File: src/design/assert_macros.svh
// assertion macros shared by the key/value table rtl
// expects clk_i and rst_ni in the scope of each use
`ifndef ASSERT_MACROS_SVH
`define ASSERT_MACROS_SVH

// checked on every rising clock edge outside reset
`define KVT_ASSERT(lbl, prop, msg) \
  lbl: assert property (@(posedge clk_i) disable iff (!rst_ni) prop) else $error(msg);

// checked on every rising clock edge, reset included
`define KVT_ASSERT_ALWAYS(lbl, prop, msg) \
  lbl: assert property (@(posedge clk_i) prop) else $error(msg);

`endif

File: src/design/kvt_pkg.sv
// package for the key/value table: sizes, request and status codes,
// and the command and status structs between controller and datapath; no dependencies
package kvt_pkg;

  localparam int CAPACITY      = 16;
  localparam int KEY_W         = 16;
  localparam int VALUE_W       = 32;
  localparam int ENTRY_COUNT_W = 5;
  localparam int CNT_W         = $clog2(CAPACITY + 1);
  localparam int ADDR_W        = (CAPACITY > 1) ? $clog2(CAPACITY) : 1;

  typedef logic [KEY_W-1:0]          key_t;
  typedef logic signed [VALUE_W-1:0] value_t;
  typedef logic [CNT_W-1:0]          cnt_t;
  typedef logic [ADDR_W-1:0]         addr_t;
  typedef logic [ENTRY_COUNT_W-1:0]  entry_count_t;

  localparam cnt_t CAP_CNT = cnt_t'(CAPACITY);

  typedef enum logic [1:0] {
    REQ_LOOKUP = 2'd0,
    REQ_INSERT = 2'd1,
    REQ_DELETE = 2'd2,
    REQ_CLEAR  = 2'd3
  } req_e;

  typedef enum logic [1:0] {
    ST_DONE    = 2'd0,
    ST_PRESENT = 2'd1,
    ST_ABSENT  = 2'd2,
    ST_FULL    = 2'd3
  } status_e;

  typedef struct packed {
    key_t   key;
    value_t value;
  } entry_t;

  // controller to datapath
  typedef struct packed {
    logic    req_load;
    logic    rd_en;
    addr_t   rd_addr;
    logic    wr_en;
    addr_t   wr_addr;
    logic    wr_from_rd;
    logic    out_load;
    logic    out_found;
    logic    out_hit;
    status_e out_status;
    cnt_t    out_count;
  } kvt_cmd_t;

  // datapath to controller
  typedef struct packed {
    logic key_match;
  } kvt_sts_t;

endpackage

File: src/design/kvt_req_if.sv
// request channel of the key/value table
// depends on kvt_pkg
interface kvt_req_if;
  import kvt_pkg::*;

  logic   valid;
  logic   ready;
  req_e   req_type;
  key_t   key;
  value_t value;

  modport source (output valid, req_type, key, value, input ready);
  modport sink   (input valid, req_type, key, value, output ready);
endinterface

File: src/design/kvt_rsp_if.sv
// result channel of the key/value table
// depends on kvt_pkg
interface kvt_rsp_if;
  import kvt_pkg::*;

  logic         valid;
  logic         ready;
  logic         found;
  value_t       read_value;
  status_e      status;
  entry_count_t entry_count;
  logic         is_empty;
  logic         is_full;

  modport source (output valid, found, read_value, status, entry_count, is_empty, is_full,
                  input ready);
  modport sink   (input valid, found, read_value, status, entry_count, is_empty, is_full,
                  output ready);
endinterface

File: src/design/kvt_cfg_if.sv
// configuration write channel of the key/value table (miss value)
// depends on kvt_pkg
interface kvt_cfg_if;
  import kvt_pkg::*;

  logic   valid;
  logic   ready;
  value_t miss_value;

  modport source (output valid, miss_value, input ready);
  modport sink   (input valid, miss_value, output ready);
endinterface

File: src/design/kvt_dpath.sv
// datapath of the key/value table: entry memory, request latch,
// key compare, miss value register and result register; depends on kvt_pkg
module kvt_dpath (
  input  logic                   clk_i,
  input  logic                   rst_ni,
  input  logic                   cfg_valid_i,
  input  kvt_pkg::value_t        cfg_miss_value_i,
  input  kvt_pkg::key_t          req_key_i,
  input  kvt_pkg::value_t        req_value_i,
  input  kvt_pkg::kvt_cmd_t      cmd_i,
  output kvt_pkg::kvt_sts_t      sts_o,
  output logic                   found_o,
  output kvt_pkg::value_t        read_value_o,
  output kvt_pkg::status_e       status_o,
  output kvt_pkg::entry_count_t  entry_count_o,
  output logic                   is_empty_o,
  output logic                   is_full_o
);
  import kvt_pkg::*;

  entry_t       mem_q [CAPACITY];
  entry_t       rd_q;
  entry_t       wr_data;
  key_t         key_q;
  value_t       value_q;
  value_t       miss_q;
  logic         found_q;
  value_t       read_value_q;
  status_e      status_q;
  entry_count_t entry_count_q;
  logic         is_empty_q;
  logic         is_full_q;

  always_ff @(posedge clk_i or negedge rst_ni) begin
    if (!rst_ni) begin
      miss_q <= '0;
    end else if (cfg_valid_i) begin
      miss_q <= cfg_miss_value_i;
    end
  end

  always_ff @(posedge clk_i) begin
    if (cmd_i.req_load) begin
      key_q   <= req_key_i;
      value_q <= req_value_i;
    end
  end

  assign wr_data = cmd_i.wr_from_rd ? rd_q : entry_t'{key: key_q, value: value_q};

  // entry memory, one write and one registered read per cycle
  always_ff @(posedge clk_i) begin
    if (cmd_i.wr_en) begin
      mem_q[cmd_i.wr_addr] <= wr_data;
    end
    if (cmd_i.rd_en) begin
      rd_q <= mem_q[cmd_i.rd_addr];
    end
  end

  assign sts_o.key_match = (rd_q.key == key_q);

  always_ff @(posedge clk_i) begin
    if (cmd_i.out_load) begin
      found_q       <= cmd_i.out_found;
      read_value_q  <= cmd_i.out_hit ? rd_q.value : miss_q;
      status_q      <= cmd_i.out_status;
      entry_count_q <= entry_count_t'(cmd_i.out_count);
      is_empty_q    <= (cmd_i.out_count == '0);
      is_full_q     <= (cmd_i.out_count == CAP_CNT);
    end
  end

  assign found_o       = found_q;
  assign read_value_o  = read_value_q;
  assign status_o      = status_q;
  assign entry_count_o = entry_count_q;
  assign is_empty_o    = is_empty_q;
  assign is_full_o     = is_full_q;

endmodule

File: src/design/kvt_ctrl.sv
// controller of the key/value table: request fsm, scan index, entry count
// and result handshake; depends on kvt_pkg
module kvt_ctrl (
  input  logic              clk_i,
  input  logic              rst_ni,
  input  logic              req_valid_i,
  output logic              req_ready_o,
  input  kvt_pkg::req_e     req_type_i,
  output logic              rsp_valid_o,
  input  logic              rsp_ready_i,
  output kvt_pkg::kvt_cmd_t cmd_o,
  input  kvt_pkg::kvt_sts_t sts_i
);
  import kvt_pkg::*;

  typedef enum logic [2:0] {
    S_IDLE,
    S_SCAN_RD,
    S_SCAN_CMP,
    S_SHIFT_RD,
    S_SHIFT_WR,
    S_FINISH
  } state_e;

  state_e  state_q, state_d;
  req_e    op_q, op_d;
  cnt_t    idx_q, idx_d;
  cnt_t    count_q, count_d;
  logic    found_q, found_d;
  logic    hit_q, hit_d;
  status_e status_q, status_d;
  logic    rsp_valid_q, rsp_valid_d;
  cnt_t    idx_m1;
  logic    accept;

  assign req_ready_o = (state_q == S_IDLE);
  assign accept      = req_valid_i && req_ready_o;
  assign rsp_valid_o = rsp_valid_q;
  assign idx_m1      = cnt_t'(idx_q - 1'b1);

  always_comb begin
    state_d     = state_q;
    op_d        = op_q;
    idx_d       = idx_q;
    count_d     = count_q;
    found_d     = found_q;
    hit_d       = hit_q;
    status_d    = status_q;
    rsp_valid_d = rsp_valid_q;

    cmd_o            = '0;
    cmd_o.rd_addr    = idx_q[ADDR_W-1:0];
    cmd_o.wr_addr    = count_q[ADDR_W-1:0];
    cmd_o.out_found  = found_q;
    cmd_o.out_hit    = hit_q;
    cmd_o.out_status = status_q;
    cmd_o.out_count  = count_q;

    if (rsp_valid_q && rsp_ready_i) begin
      rsp_valid_d = 1'b0;
    end

    unique case (state_q)
      S_IDLE: begin
        if (accept) begin
          cmd_o.req_load = 1'b1;
          op_d           = req_type_i;
          idx_d          = '0;
          found_d        = 1'b0;
          hit_d          = 1'b0;
          status_d       = ST_DONE;
          if (req_type_i == REQ_CLEAR) begin
            count_d = '0;
            state_d = S_FINISH;
          end else begin
            state_d = S_SCAN_RD;
          end
        end
      end
      S_SCAN_RD: begin
        if (idx_q == count_q) begin
          // key absent
          unique case (op_q)
            REQ_INSERT: begin
              if (count_q == CAP_CNT) begin
                status_d = ST_FULL;
              end else begin
                cmd_o.wr_en = 1'b1;
                count_d     = cnt_t'(count_q + 1'b1);
              end
            end
            default: status_d = ST_ABSENT;
          endcase
          state_d = S_FINISH;
        end else begin
          cmd_o.rd_en = 1'b1;
          state_d     = S_SCAN_CMP;
        end
      end
      S_SCAN_CMP: begin
        if (sts_i.key_match) begin
          found_d = 1'b1;
          unique case (op_q)
            REQ_LOOKUP: begin
              hit_d   = 1'b1;
              state_d = S_FINISH;
            end
            REQ_INSERT: begin
              status_d = ST_PRESENT;
              state_d  = S_FINISH;
            end
            default: begin
              idx_d   = cnt_t'(idx_q + 1'b1);
              state_d = S_SHIFT_RD;
            end
          endcase
        end else begin
          idx_d   = cnt_t'(idx_q + 1'b1);
          state_d = S_SCAN_RD;
        end
      end
      S_SHIFT_RD: begin
        if (idx_q == count_q) begin
          count_d = cnt_t'(count_q - 1'b1);
          state_d = S_FINISH;
        end else begin
          cmd_o.rd_en = 1'b1;
          state_d     = S_SHIFT_WR;
        end
      end
      S_SHIFT_WR: begin
        cmd_o.wr_en      = 1'b1;
        cmd_o.wr_addr    = idx_m1[ADDR_W-1:0];
        cmd_o.wr_from_rd = 1'b1;
        idx_d            = cnt_t'(idx_q + 1'b1);
        state_d          = S_SHIFT_RD;
      end
      S_FINISH: begin
        if (!rsp_valid_q || rsp_ready_i) begin
          cmd_o.out_load = 1'b1;
          rsp_valid_d    = 1'b1;
          state_d        = S_IDLE;
        end
      end
      default: state_d = S_IDLE;
    endcase
  end

  always_ff @(posedge clk_i or negedge rst_ni) begin
    if (!rst_ni) begin
      state_q     <= S_IDLE;
      op_q        <= REQ_LOOKUP;
      idx_q       <= '0;
      count_q     <= '0;
      found_q     <= 1'b0;
      hit_q       <= 1'b0;
      status_q    <= ST_DONE;
      rsp_valid_q <= 1'b0;
    end else begin
      state_q     <= state_d;
      op_q        <= op_d;
      idx_q       <= idx_d;
      count_q     <= count_d;
      found_q     <= found_d;
      hit_q       <= hit_d;
      status_q    <= status_d;
      rsp_valid_q <= rsp_valid_d;
    end
  end

endmodule

File: src/design/key_value_table.sv
// top level of the key/value table: controller plus datapath
// depends on kvt_pkg, kvt_req_if, kvt_rsp_if, kvt_cfg_if, kvt_ctrl, kvt_dpath
//
//   channel  dir  handshake      payload
//   req_i    in   valid/ready    req_type, key, value
//   rsp_o    out  valid/ready    found, read_value, status, entry_count, is_empty, is_full
//   cfg_i    in   valid/ready    miss_value (ready always high)
//
// all but a clear scan the held entries, a read then a compare each; a delete then moves
//   each later entry down by a read and a write; the one memory read port sets the pace
// one request is in work at a time; the next is taken once the result sits
//   in the output register, even while it waits to be taken
// reset clears the entry count and the miss value; entries need no clearing
// a stalled result holds the next request in its finishing step until it is taken
`include "assert_macros.svh"

module key_value_table (
  input logic      clk_i,
  input logic      rst_ni,
  kvt_req_if.sink  req_i,
  kvt_rsp_if.source rsp_o,
  kvt_cfg_if.sink  cfg_i
);
  import kvt_pkg::*;

  kvt_cmd_t cmd;
  kvt_sts_t sts;

  // miss value register takes every write at once
  assign cfg_i.ready = 1'b1;

  // fsm: scan, insert, delete compaction, clear and result handshake
  kvt_ctrl u_ctrl (
    .clk_i       (clk_i),
    .rst_ni      (rst_ni),
    .req_valid_i (req_i.valid),
    .req_ready_o (req_i.ready),
    .req_type_i  (req_i.req_type),
    .rsp_valid_o (rsp_o.valid),
    .rsp_ready_i (rsp_o.ready),
    .cmd_o       (cmd),
    .sts_i       (sts)
  );

  // entry memory, compare and result register
  kvt_dpath u_dpath (
    .clk_i            (clk_i),
    .rst_ni           (rst_ni),
    .cfg_valid_i      (cfg_i.valid),
    .cfg_miss_value_i (cfg_i.miss_value),
    .req_key_i        (req_i.key),
    .req_value_i      (req_i.value),
    .cmd_i            (cmd),
    .sts_o            (sts),
    .found_o          (rsp_o.found),
    .read_value_o     (rsp_o.read_value),
    .status_o         (rsp_o.status),
    .entry_count_o    (rsp_o.entry_count),
    .is_empty_o       (rsp_o.is_empty),
    .is_full_o        (rsp_o.is_full)
  );

  // an accepted request keeps the block busy: ready is low once the request is taken
  `KVT_ASSERT(a_busy_after_req, (req_i.valid && req_i.ready) |=> !req_i.ready, "request taken while busy")
  // the memory port never reads and writes in the same cycle
  `KVT_ASSERT(a_no_rd_wr, cmd.wr_en |-> !cmd.rd_en, "memory read and write collide")
  // a present key is always reported as found
  `KVT_ASSERT(a_present_found, (rsp_o.valid && rsp_o.status == ST_PRESENT) |-> rsp_o.found, "present key not flagged found")
  // a result is loaded only when the output register is free or being emptied
  `KVT_ASSERT(a_no_overwrite, (rsp_o.valid && !rsp_o.ready) |-> !cmd.out_load, "pending result overwritten")

endmodule

File: src/flat_wrapper.sv
// flat-port wrapper written by rule: the top's interface ports become plain ports
module key_value_table_flat import kvt_pkg::*;
  (clk_i, rst_ni, req_i_valid, req_i_req_type, req_i_key, req_i_value, req_i_ready, rsp_o_valid, rsp_o_found, rsp_o_read_value, rsp_o_status, rsp_o_entry_count, rsp_o_is_empty, rsp_o_is_full, rsp_o_ready, cfg_i_valid, cfg_i_miss_value, cfg_i_ready);
  kvt_req_if req_i_i ();
  kvt_rsp_if rsp_o_i ();
  kvt_cfg_if cfg_i_i ();
  input logic clk_i;
  input logic rst_ni;
  input wire logic [$bits(req_i_i.valid)-1:0] req_i_valid;
  input wire logic [$bits(req_i_i.req_type)-1:0] req_i_req_type;
  input wire logic [$bits(req_i_i.key)-1:0] req_i_key;
  input wire logic [$bits(req_i_i.value)-1:0] req_i_value;
  output wire logic [$bits(req_i_i.ready)-1:0] req_i_ready;
  output wire logic [$bits(rsp_o_i.valid)-1:0] rsp_o_valid;
  output wire logic [$bits(rsp_o_i.found)-1:0] rsp_o_found;
  output wire logic [$bits(rsp_o_i.read_value)-1:0] rsp_o_read_value;
  output wire logic [$bits(rsp_o_i.status)-1:0] rsp_o_status;
  output wire logic [$bits(rsp_o_i.entry_count)-1:0] rsp_o_entry_count;
  output wire logic [$bits(rsp_o_i.is_empty)-1:0] rsp_o_is_empty;
  output wire logic [$bits(rsp_o_i.is_full)-1:0] rsp_o_is_full;
  input wire logic [$bits(rsp_o_i.ready)-1:0] rsp_o_ready;
  input wire logic [$bits(cfg_i_i.valid)-1:0] cfg_i_valid;
  input wire logic [$bits(cfg_i_i.miss_value)-1:0] cfg_i_miss_value;
  output wire logic [$bits(cfg_i_i.ready)-1:0] cfg_i_ready;
  assign req_i_i.valid = req_i_valid;
  assign req_i_i.req_type = req_i_req_type;
  assign req_i_i.key = req_i_key;
  assign req_i_i.value = req_i_value;
  assign req_i_ready = req_i_i.ready;
  assign rsp_o_valid = rsp_o_i.valid;
  assign rsp_o_found = rsp_o_i.found;
  assign rsp_o_read_value = rsp_o_i.read_value;
  assign rsp_o_status = rsp_o_i.status;
  assign rsp_o_entry_count = rsp_o_i.entry_count;
  assign rsp_o_is_empty = rsp_o_i.is_empty;
  assign rsp_o_is_full = rsp_o_i.is_full;
  assign rsp_o_i.ready = rsp_o_ready;
  assign cfg_i_i.valid = cfg_i_valid;
  assign cfg_i_i.miss_value = cfg_i_miss_value;
  assign cfg_i_ready = cfg_i_i.ready;
  key_value_table u_core (.clk_i(clk_i), .rst_ni(rst_ni), .req_i(req_i_i), .rsp_o(rsp_o_i), .cfg_i(cfg_i_i));
endmodule
File: config.mk
export PLATFORM = sky130hd
export DESIGN_NAME = key_value_table_flat
export DESIGN_NICKNAME = d
export VERILOG_FILES = /design/src/design/kvt_pkg.sv /design/src/design/kvt_req_if.sv /design/src/design/kvt_rsp_if.sv /design/src/design/kvt_cfg_if.sv /design/src/design/kvt_dpath.sv /design/src/design/kvt_ctrl.sv /design/src/design/key_value_table.sv /design/src/flat_wrapper.sv
export VERILOG_INCLUDE_DIRS = /design/src /design/src/design
export SDC_FILE = /design/constraint.sdc
export NUM_CORES = 1
export LEC_CHECK = 0
export ABC_AREA = 0
export BUFFER_PORTS_ARGS = -buffer_cell sky130_fd_sc_hd__buf_2
export CAP_MARGIN = 30
export CORE_UTILIZATION = 45
export DETAILED_ROUTE_END_ITERATION = 7
export PLACE_DENSITY = 0.69
export SETUP_SLACK_MARGIN = 0.3
export SLEW_MARGIN = 20
export SYNTH_ARGS = -nofsm -noshare
export SYNTH_HDL_FRONTEND = slang
export SYNTH_SLANG_ARGS = --single-unit
File: constraint.sdc
create_clock -name clk_i -period 6 [get_ports clk_i]
set_clock_uncertainty 0.15 [all_clocks]
set_input_delay 0.6 -clock clk_i [delete_from_list [all_inputs] [get_ports clk_i]]
set_output_delay 0.6 -clock clk_i [all_outputs]
set_load 0.02 [all_outputs]
==> out/qor.yml, run 1 <==
status: "finished, final reports clean"
finalCriticalPeriod_ps: 4230
p_clk_share_pct: 30.5
die_h_um: 291
swShare_pct: 30.4
fp.coreArea_um2: 82200
seq_area_frac_synth_pct: 76.0
ir_worst_vdd_mv: 0.313
synth_top_flop_cell: "edfxtp_1"
crit_slowest_cell: "a31oi_1"
setup_violations: 0
netlist_instances: 1955
clkSinkCount: 958
vias: 19200
start_util_pct: 45.6
grt_max_degree: 57
grt_pass1_wl_um: 126000
ys_ff_latch: 958
yosys-top-cells-area: "edfxtp_1, mux4_2, mux2_2"
slew_headroom_pct: 32.1
avgSynthCellArea_um2: 19.2
port_buffers: 130
layout_common_cells: "edfxtp_1, mux2_2, mux2i_1"
crit_arrival_ps: 4390
intPower_mw: 14.1
via_per_inst: 5.75
cts_tree: "built"
ys_types: 65
rsz0062_at_grt: "no"
maxCapViolCount: 0
cp_cell_sequence: "nor3b_4, buf_4, nor3_1, a31oi_1, nor2_4, buf_4"
clockBufferDepth: 3
gp_congestion: 0.821
clk_pin_slew_ps: 60
final_common_cell: "edfxtp_1"
fmax_mhz: 237
hold_path_class: "in2reg"
routed_wl_um: 84100
power.share.sequential_pct: 44.8
drv_slew: 0
synthArstFlopShare_pct: 5.43
grt_pass1_vias: 19800
whs_ps: 40.7
hold_violations: 0
required_ps: 6170
critPathLaunchType: "register"
clk_latency_ps: 670
overflow: 0
drt_iter0_markers: 1935
crit_family: "simple AND/OR/NAND/NOR gates"
critPathKind: "reg2reg"
ant_nets: 0
synth_area_leader_cell: "edfxtp_1"
synth_area_um2: 37500
fillCellCount: 6240
worst-path-buf-inv: 2
ioPinCount: 132
synth_edf_count: 906
synth_top_area_share_pct: 72.5
critPathMaxStageDelay_ps: 760
dp_hpwl_um: 49300
worst_slew_pin_slew_ps: 1010
grt_use_total_pct: 19.9
wl_per_cell_um: 25.1
p_switching_mw: 6.14
synth.net_count: 2048
h-tree-depth: 3
die_area_um2: 84500
ys_warn_count: 0
root_buffer: "clkbuf_16"
nets: 2289
end_kind: "register"
p_leak_nw: 14.2
fin_setup_tns_ps: 0
power_frac_comb_pct: 24.7
period_share_pct: 70.4
drc_errors: 0
final_layout_size_suffix_gt1_share_pct: 27.1
diodes: 0
postCtsResizedCells: 0
num_rows: 105
dr.pass1.iters: 5
grt_antenna_before_repair: 1
powerDensity_nw_per_um2: 462
syn2layout_area_growth_pct: 16.5
fp.dieW_um: 291
critPathMaxFanout: 39
total_power_mw: 20.2
cpMostUsedCell: "buf_4"
numCtsBuffers: 97
## synth_stat cells (2+ instances only)
master	number
edfxtp_1	906
mux2_2	161
mux2i_1	148
mux4_2	96
nor2_1	79
o21ai_0	64
a21oi_1	55
dfrtp_1	52
a221oi_1	49
a22oi_1	48
o21ai_1	45
clkbuf_1	43
buf_2	36
xnor2_1	23
inv_1	16
buf_4	15
nand2_1	13
nand4_1	10
nor3_1	8
nand2b_1	7
buf_1	6
a22o_1	5
a31oi_1	5
ha_1	5
o211ai_2	4
clkbuf_8	3
nor3b_1	3
o22ai_1	3
a2111o_1	2
a21o_1	2
buf_6	2
nor2b_1	2
nor4_1	2
o211ai_1	2
o21bai_1	2
or2_2	2
or4_4	2
xor2_1	2
## cell families (layout without fill, tap and decap cells)
logic type | count (synthesis) | count (layout) | synth area share [%]
mux | 405 | 405 | 14.5
flops | 958 | 958 | 76.0
fa+ha+maj | 6 | 6 | 0.220
compound gates | 297 | 297 | 5.17
simple gates | 141 | 141 | 1.88
xor+xnor | 25 | 25 | 0.584
other cells | 1 | 1 | 0.00999
buf+inv | 122 | 440 | 1.62
## per-layer routing
layer	track usage, %	share of wire [%]	up-vias
li1	-	-	8411
met1	27.2	43	9993
met2	33.3	49	713
met3	3.39	6.4	97
met4	4.93	1.5	2
met5	0	0.013	-
## power groups by stage
stage / Combinational [mW] / Clock (mW) / Sequential [mW]
after floorplan: 3.54 / 0 / 8.85
after global placement: 4.76 / 0 / 9.17
after detailed placement: 4.92 / 0 / 9.18
after CTS: 4.98 / 6.26 / 9.05
after global routing: 5.38 / 6.50 / 9.11
final: 4.99 / 6.17 / 9.05
## sequential cells by signal (all words and copies together), names as in the netlist, 2 cells and up
register                      count
u_core.u_dpath.entry_count_o      5
u_core.u_dpath.mem_q            768
u_core.u_ctrl.idx_q               5
u_core.u_dpath.value_q           32
u_core.u_ctrl.count_q             5
u_core.u_dpath.status_o           2
u_core.u_dpath.rd_q              48
u_core.u_dpath.key_q             16
u_core.u_ctrl.status_q            2
u_core.u_ctrl.state_q             3
u_core.u_dpath.miss_q            32
u_core.u_dpath.read_value_o      32
u_core.u_ctrl.op_q                2
## worst reg2reg max path: stages, from the launching register on
cell	delay, ps
dfrtp_1	660
nor3b_4	730
buf_4	680
nor3_1	130
a31oi_1	760
nor2_4	320
buf_4	430
## per-stage QoR
| step | setup WS [ps] | std cells | utilization, % | cell area, um^2 |
|---|---|---|---|---|
| global placement | 1890 | 3087 | 48.0 | 39500 |
| CTS | 1770 | 3336 | 52.9 | 43500 |
| finish | 1770 | 3343 | 53.1 | 43700 |
| global route | 1570 | 3343 | 53.1 | 43700 |
| detailed placement | 1820 | 3088 | 48.0 | 39500 |
| floorplan | 1470 | 1955 | - | 37500 |
## cell type report
class                           count  area, um^2  share of cell area, %
Tap cell                         1070        1340                   3.06
Timing Repair Buffer              248        1920                   4.40
Multi-Input combinational cell    875        8570                   19.6
Inverter                           16        60.1                  0.137
Clock buffer                      125        2670                   6.10
Clock inverter                     51         626                   1.43
Sequential cell                   958       28500                   65.3
## repair_timing
action                    4_1_cts  5_1_grt
hold buffers                   72        0
buffers inserted                0        0
hold endpoints to repair       95        0
## final timing paths
| path | startpoint | end | slack, ps | cells past startpoint |
|---|---|---|---|---|
| hold reg to reg | u_core.u_dpath.miss_q[29] | u_core.u_dpath.miss_q[29] | 350 | 1 |
| setup reg to reg | u_core.u_ctrl.state_q[1] | u_core.u_dpath.mem_q[7][17] | 1770 | 6 |
| min in group asynchronous | rst_ni | u_core.u_dpath.miss_q[12] | 500 | 3 |
| max in group asynchronous | rst_ni | u_core.u_ctrl.idx_q[0] | 4580 | 3 |
| hold / removal | cfg_i_miss_value[23] | u_core.u_dpath.miss_q[23] | 40 | 2 |
| setup / recovery | u_core.u_ctrl.state_q[1] | u_core.u_dpath.mem_q[7][17] | 1770 | 6 |
Note: power is estimated with default switching activity, not from simulation.
==> run 2, diff against run 1 <==
--- a/config.mk
+++ b/config.mk
@@ -11,7 +11,7 @@
 export CAP_MARGIN = 30
 export CORE_UTILIZATION = 45
 export DETAILED_ROUTE_END_ITERATION = 7
-export PLACE_DENSITY = 0.69
+export PLACE_DENSITY = 0.71
 export SETUP_SLACK_MARGIN = 0.3
 export SLEW_MARGIN = 20
 export SYNTH_ARGS = -nofsm -noshare
==> constraint.sdc (replaced) <==
create_clock -name clk_i -period 3.5 [get_ports clk_i]
set_clock_uncertainty 0.15 [all_clocks]
set_input_delay 0.35 -clock clk_i [delete_from_list [all_inputs] [get_ports clk_i]]
set_output_delay 0.35 -clock clk_i [all_outputs]
set_load 0.02 [all_outputs]
==> out/qor.yml, run 2 (synthesis results as in run 1) <==
wl_per_cell_um: 24.8  # -1.4%
drv_slew: 0  # unchanged
crit_slowest_cell: "dfrtp_1"
status: "finished, final reports clean"
top_regs: "u_core.u_dpath.mem_q: 768 flops, u_core.u_dpath.rd_q: 48 flops"
worst_slew_pin_slew_ps: 1010  # -0.218 ps
p_leak_nw: 14.4  # +1.0%
crit_arrival_ps: 3190  # -1200 ps
postLayoutSetupSlackWorst_ps: 438  # -1340 ps
clkSinkCount: 958  # unchanged
rsz0062_at_grt: "no"
power_frac_comb_pct: 25.6  # +0.9 points
hold_path_class: "in2async"
port_buffers: 130  # unchanged
finalCriticalPeriod_ps: 3060  # -1160 ps
whs_ps: 51.6  # +10.9 ps
ir_worst_vdd_mv: 0.577  # +84%
routed_wl_um: 83800  # -0.35%
hold_violations: 0  # unchanged
grt_use_total_pct: 19.8  # -0.14 points
critPathKind: "reg2reg"
worst-path-buf-inv: 2  # unchanged
p_switching_mw: 10.4  # +70%
via_per_inst: 5.75  # about the same
swShare_pct: 30.2  # -0.21 points
largest_reg_flops: 768  # unchanged
required_ps: 3630  # -2540 ps
num_rows: 105  # unchanged
post-route-cell-area_um2: 44000  # +0.70%
final_layout_size_suffix_gt1_share_pct: 27.7  # +0.60 points
grt_max_degree: 129  # +130%
syn2layout_area_growth_pct: 17.3
regMostFlops: "u_core.u_dpath.mem_q"
vias: 19400  # +1.1%
overflow: 0  # unchanged
fmax_mhz: 327  # +38%
grt_pass1_vias: 20100  # +1.4%
setup_violations: 0  # unchanged
powerDensity_nw_per_um2: 784  # +70%
layout_common_cells: "edfxtp_1, mux2_2, mux2i_1"
grt_antenna_before_repair: 0  # -1
cp_cell_sequence: "nor3b_4, buf_4, a21o_1, o211ai_2, nor2_4, buf_4"
reg2reg_slack_ps: 440  # -1340 ps
critPathMaxStageDelay_ps: 580  # -180 ps
fp.coreArea_um2: 82200  # unchanged
clk_pin_slew_ps: 60  # about the same
critPathMaxFanout: 30  # -23%
gp_congestion: 0.822  # +0.17%
numCtsBuffers: 98  # +1.0%
dp_hpwl_um: 48000  # -2.7%
cp.depth: 6  # unchanged
drc_errors: 0  # unchanged
fp.dieW_um: 291  # unchanged
drt_iter0_markers: 1999  # +3.3%
critPathLaunchType: "register"
grt_pass1_wl_um: 125000  # -0.53%
cpMostUsedCell: "buf_4"
pre_cts_slack_ps: 420  # -1400 ps
cts_tree: "built"
start_util_pct: 45.6  # unchanged
die_h_um: 291  # unchanged
r2r_cells: 6  # unchanged
total_power_mw: 34.5  # +71%
slew_headroom_pct: 32.4  # +0.33 points
r2r-start: "u_core.u_ctrl.state_q[1]"
power.share.sequential_pct: 44.1  # -0.7 points
clockBufferDepth: 3  # unchanged
p_clk_share_pct: 30.3  # -0.2 points
dpl_cell_area_um2: 39800  # +0.73%
clk_latency_ps: 660  # about the same
h-tree-depth: 3  # unchanged
period_share_pct: 87.5  # +17 points
die_area_um2: 84500  # unchanged
end_kind: "register"
final_common_cell: "edfxtp_1"
root_buffer: "clkbuf_16"
cp-startpoint: "u_core.u_ctrl.state_q[1]"
crit_family: "buffers and inverters"
stdcell_count: 3378  # +1.0%
nets: 2323  # +1.5%
intPower_mw: 24.1  # +71%
dp_cells: 3109  # +0.68%
ant_nets: 0  # unchanged
dr.pass1.iters: 8  # +3
maxCapViolCount: 0  # unchanged
ioPinCount: 132  # unchanged
run 2: changes by cell type in the layout (fill, tap and decap cells not counted), sizes merged:
cell,before,now
diode,0,1
clkinv,35,27
bufinv,13,11
clkbuf,125,133
dlygate4sd3,72,85
buf,176,195
inv,17,21
run 2: cell type report:
| class | instances | area, um^2 |
|---|---|---|
| Sequential cell | 958 | 28500 |
| Clock inverter | 45 | 579 |
| Timing Repair Buffer | 281 | 2250 |
| Antenna cell | 1 | 2.50 |
| Fill cell | 6199 | 38200 |
| Clock buffer | 132 | 2670 |
| Inverter | 16 | 60.1 |
| Multi-Input combinational cell | 875 | 8580 |
| Tap cell | 1070 | 1340 |
run 2: final timing paths:
path	to
min	u_core.u_dpath.miss_q[12]
max	u_core.u_dpath.mem_q[9][43]
max in group asynchronous	u_core.u_dpath.miss_q[26]
min reg2reg	u_core.u_dpath.status_o[0]
min in group clk_i	u_core.u_dpath.miss_q[18]
max reg2reg	u_core.u_dpath.mem_q[9][43]
run 2: per-stage QoR:
stage	TNS, ps	utilization (%)
floorplan	-711750	-
global placement	0	48.4
detailed placement	0	48.4
CTS	0	53.4
global route	0	53.5
finish	0	53.5
run 2: power by group through the flow:
stage	combinational [mW]	clock, mW	sequential [mW]
2_1_floorplan	6.07	0	15.2
3_3_place_gp	8.43	0	15.4
3_5_place_dp	8.67	0	15.4
4_1_cts	8.81	10.6	15.2
5_1_grt	9.50	11.1	15.3
6_report	8.83	10.5	15.2
run 2: what timing repair did:
item,4_1_cts,5_1_grt
setup endpoints to repair,0,197
buffers inserted,0,0
hold endpoints to repair,121,0
hold buffers,85,0
gates resized for setup,0,5
run 2: per-layer routing:
metal  routed length, um  vias to the layer above  GRT usage [%]  part of all wire, %
li1                    -                     8483              -                    -
met1               34100                     9995           26.5                   41
met2               41300                      804           32.6                   49
met3                6490                      141           3.86                  7.7
met4                1980                        0           6.18                  2.4
met5                   0                        -              0                    0
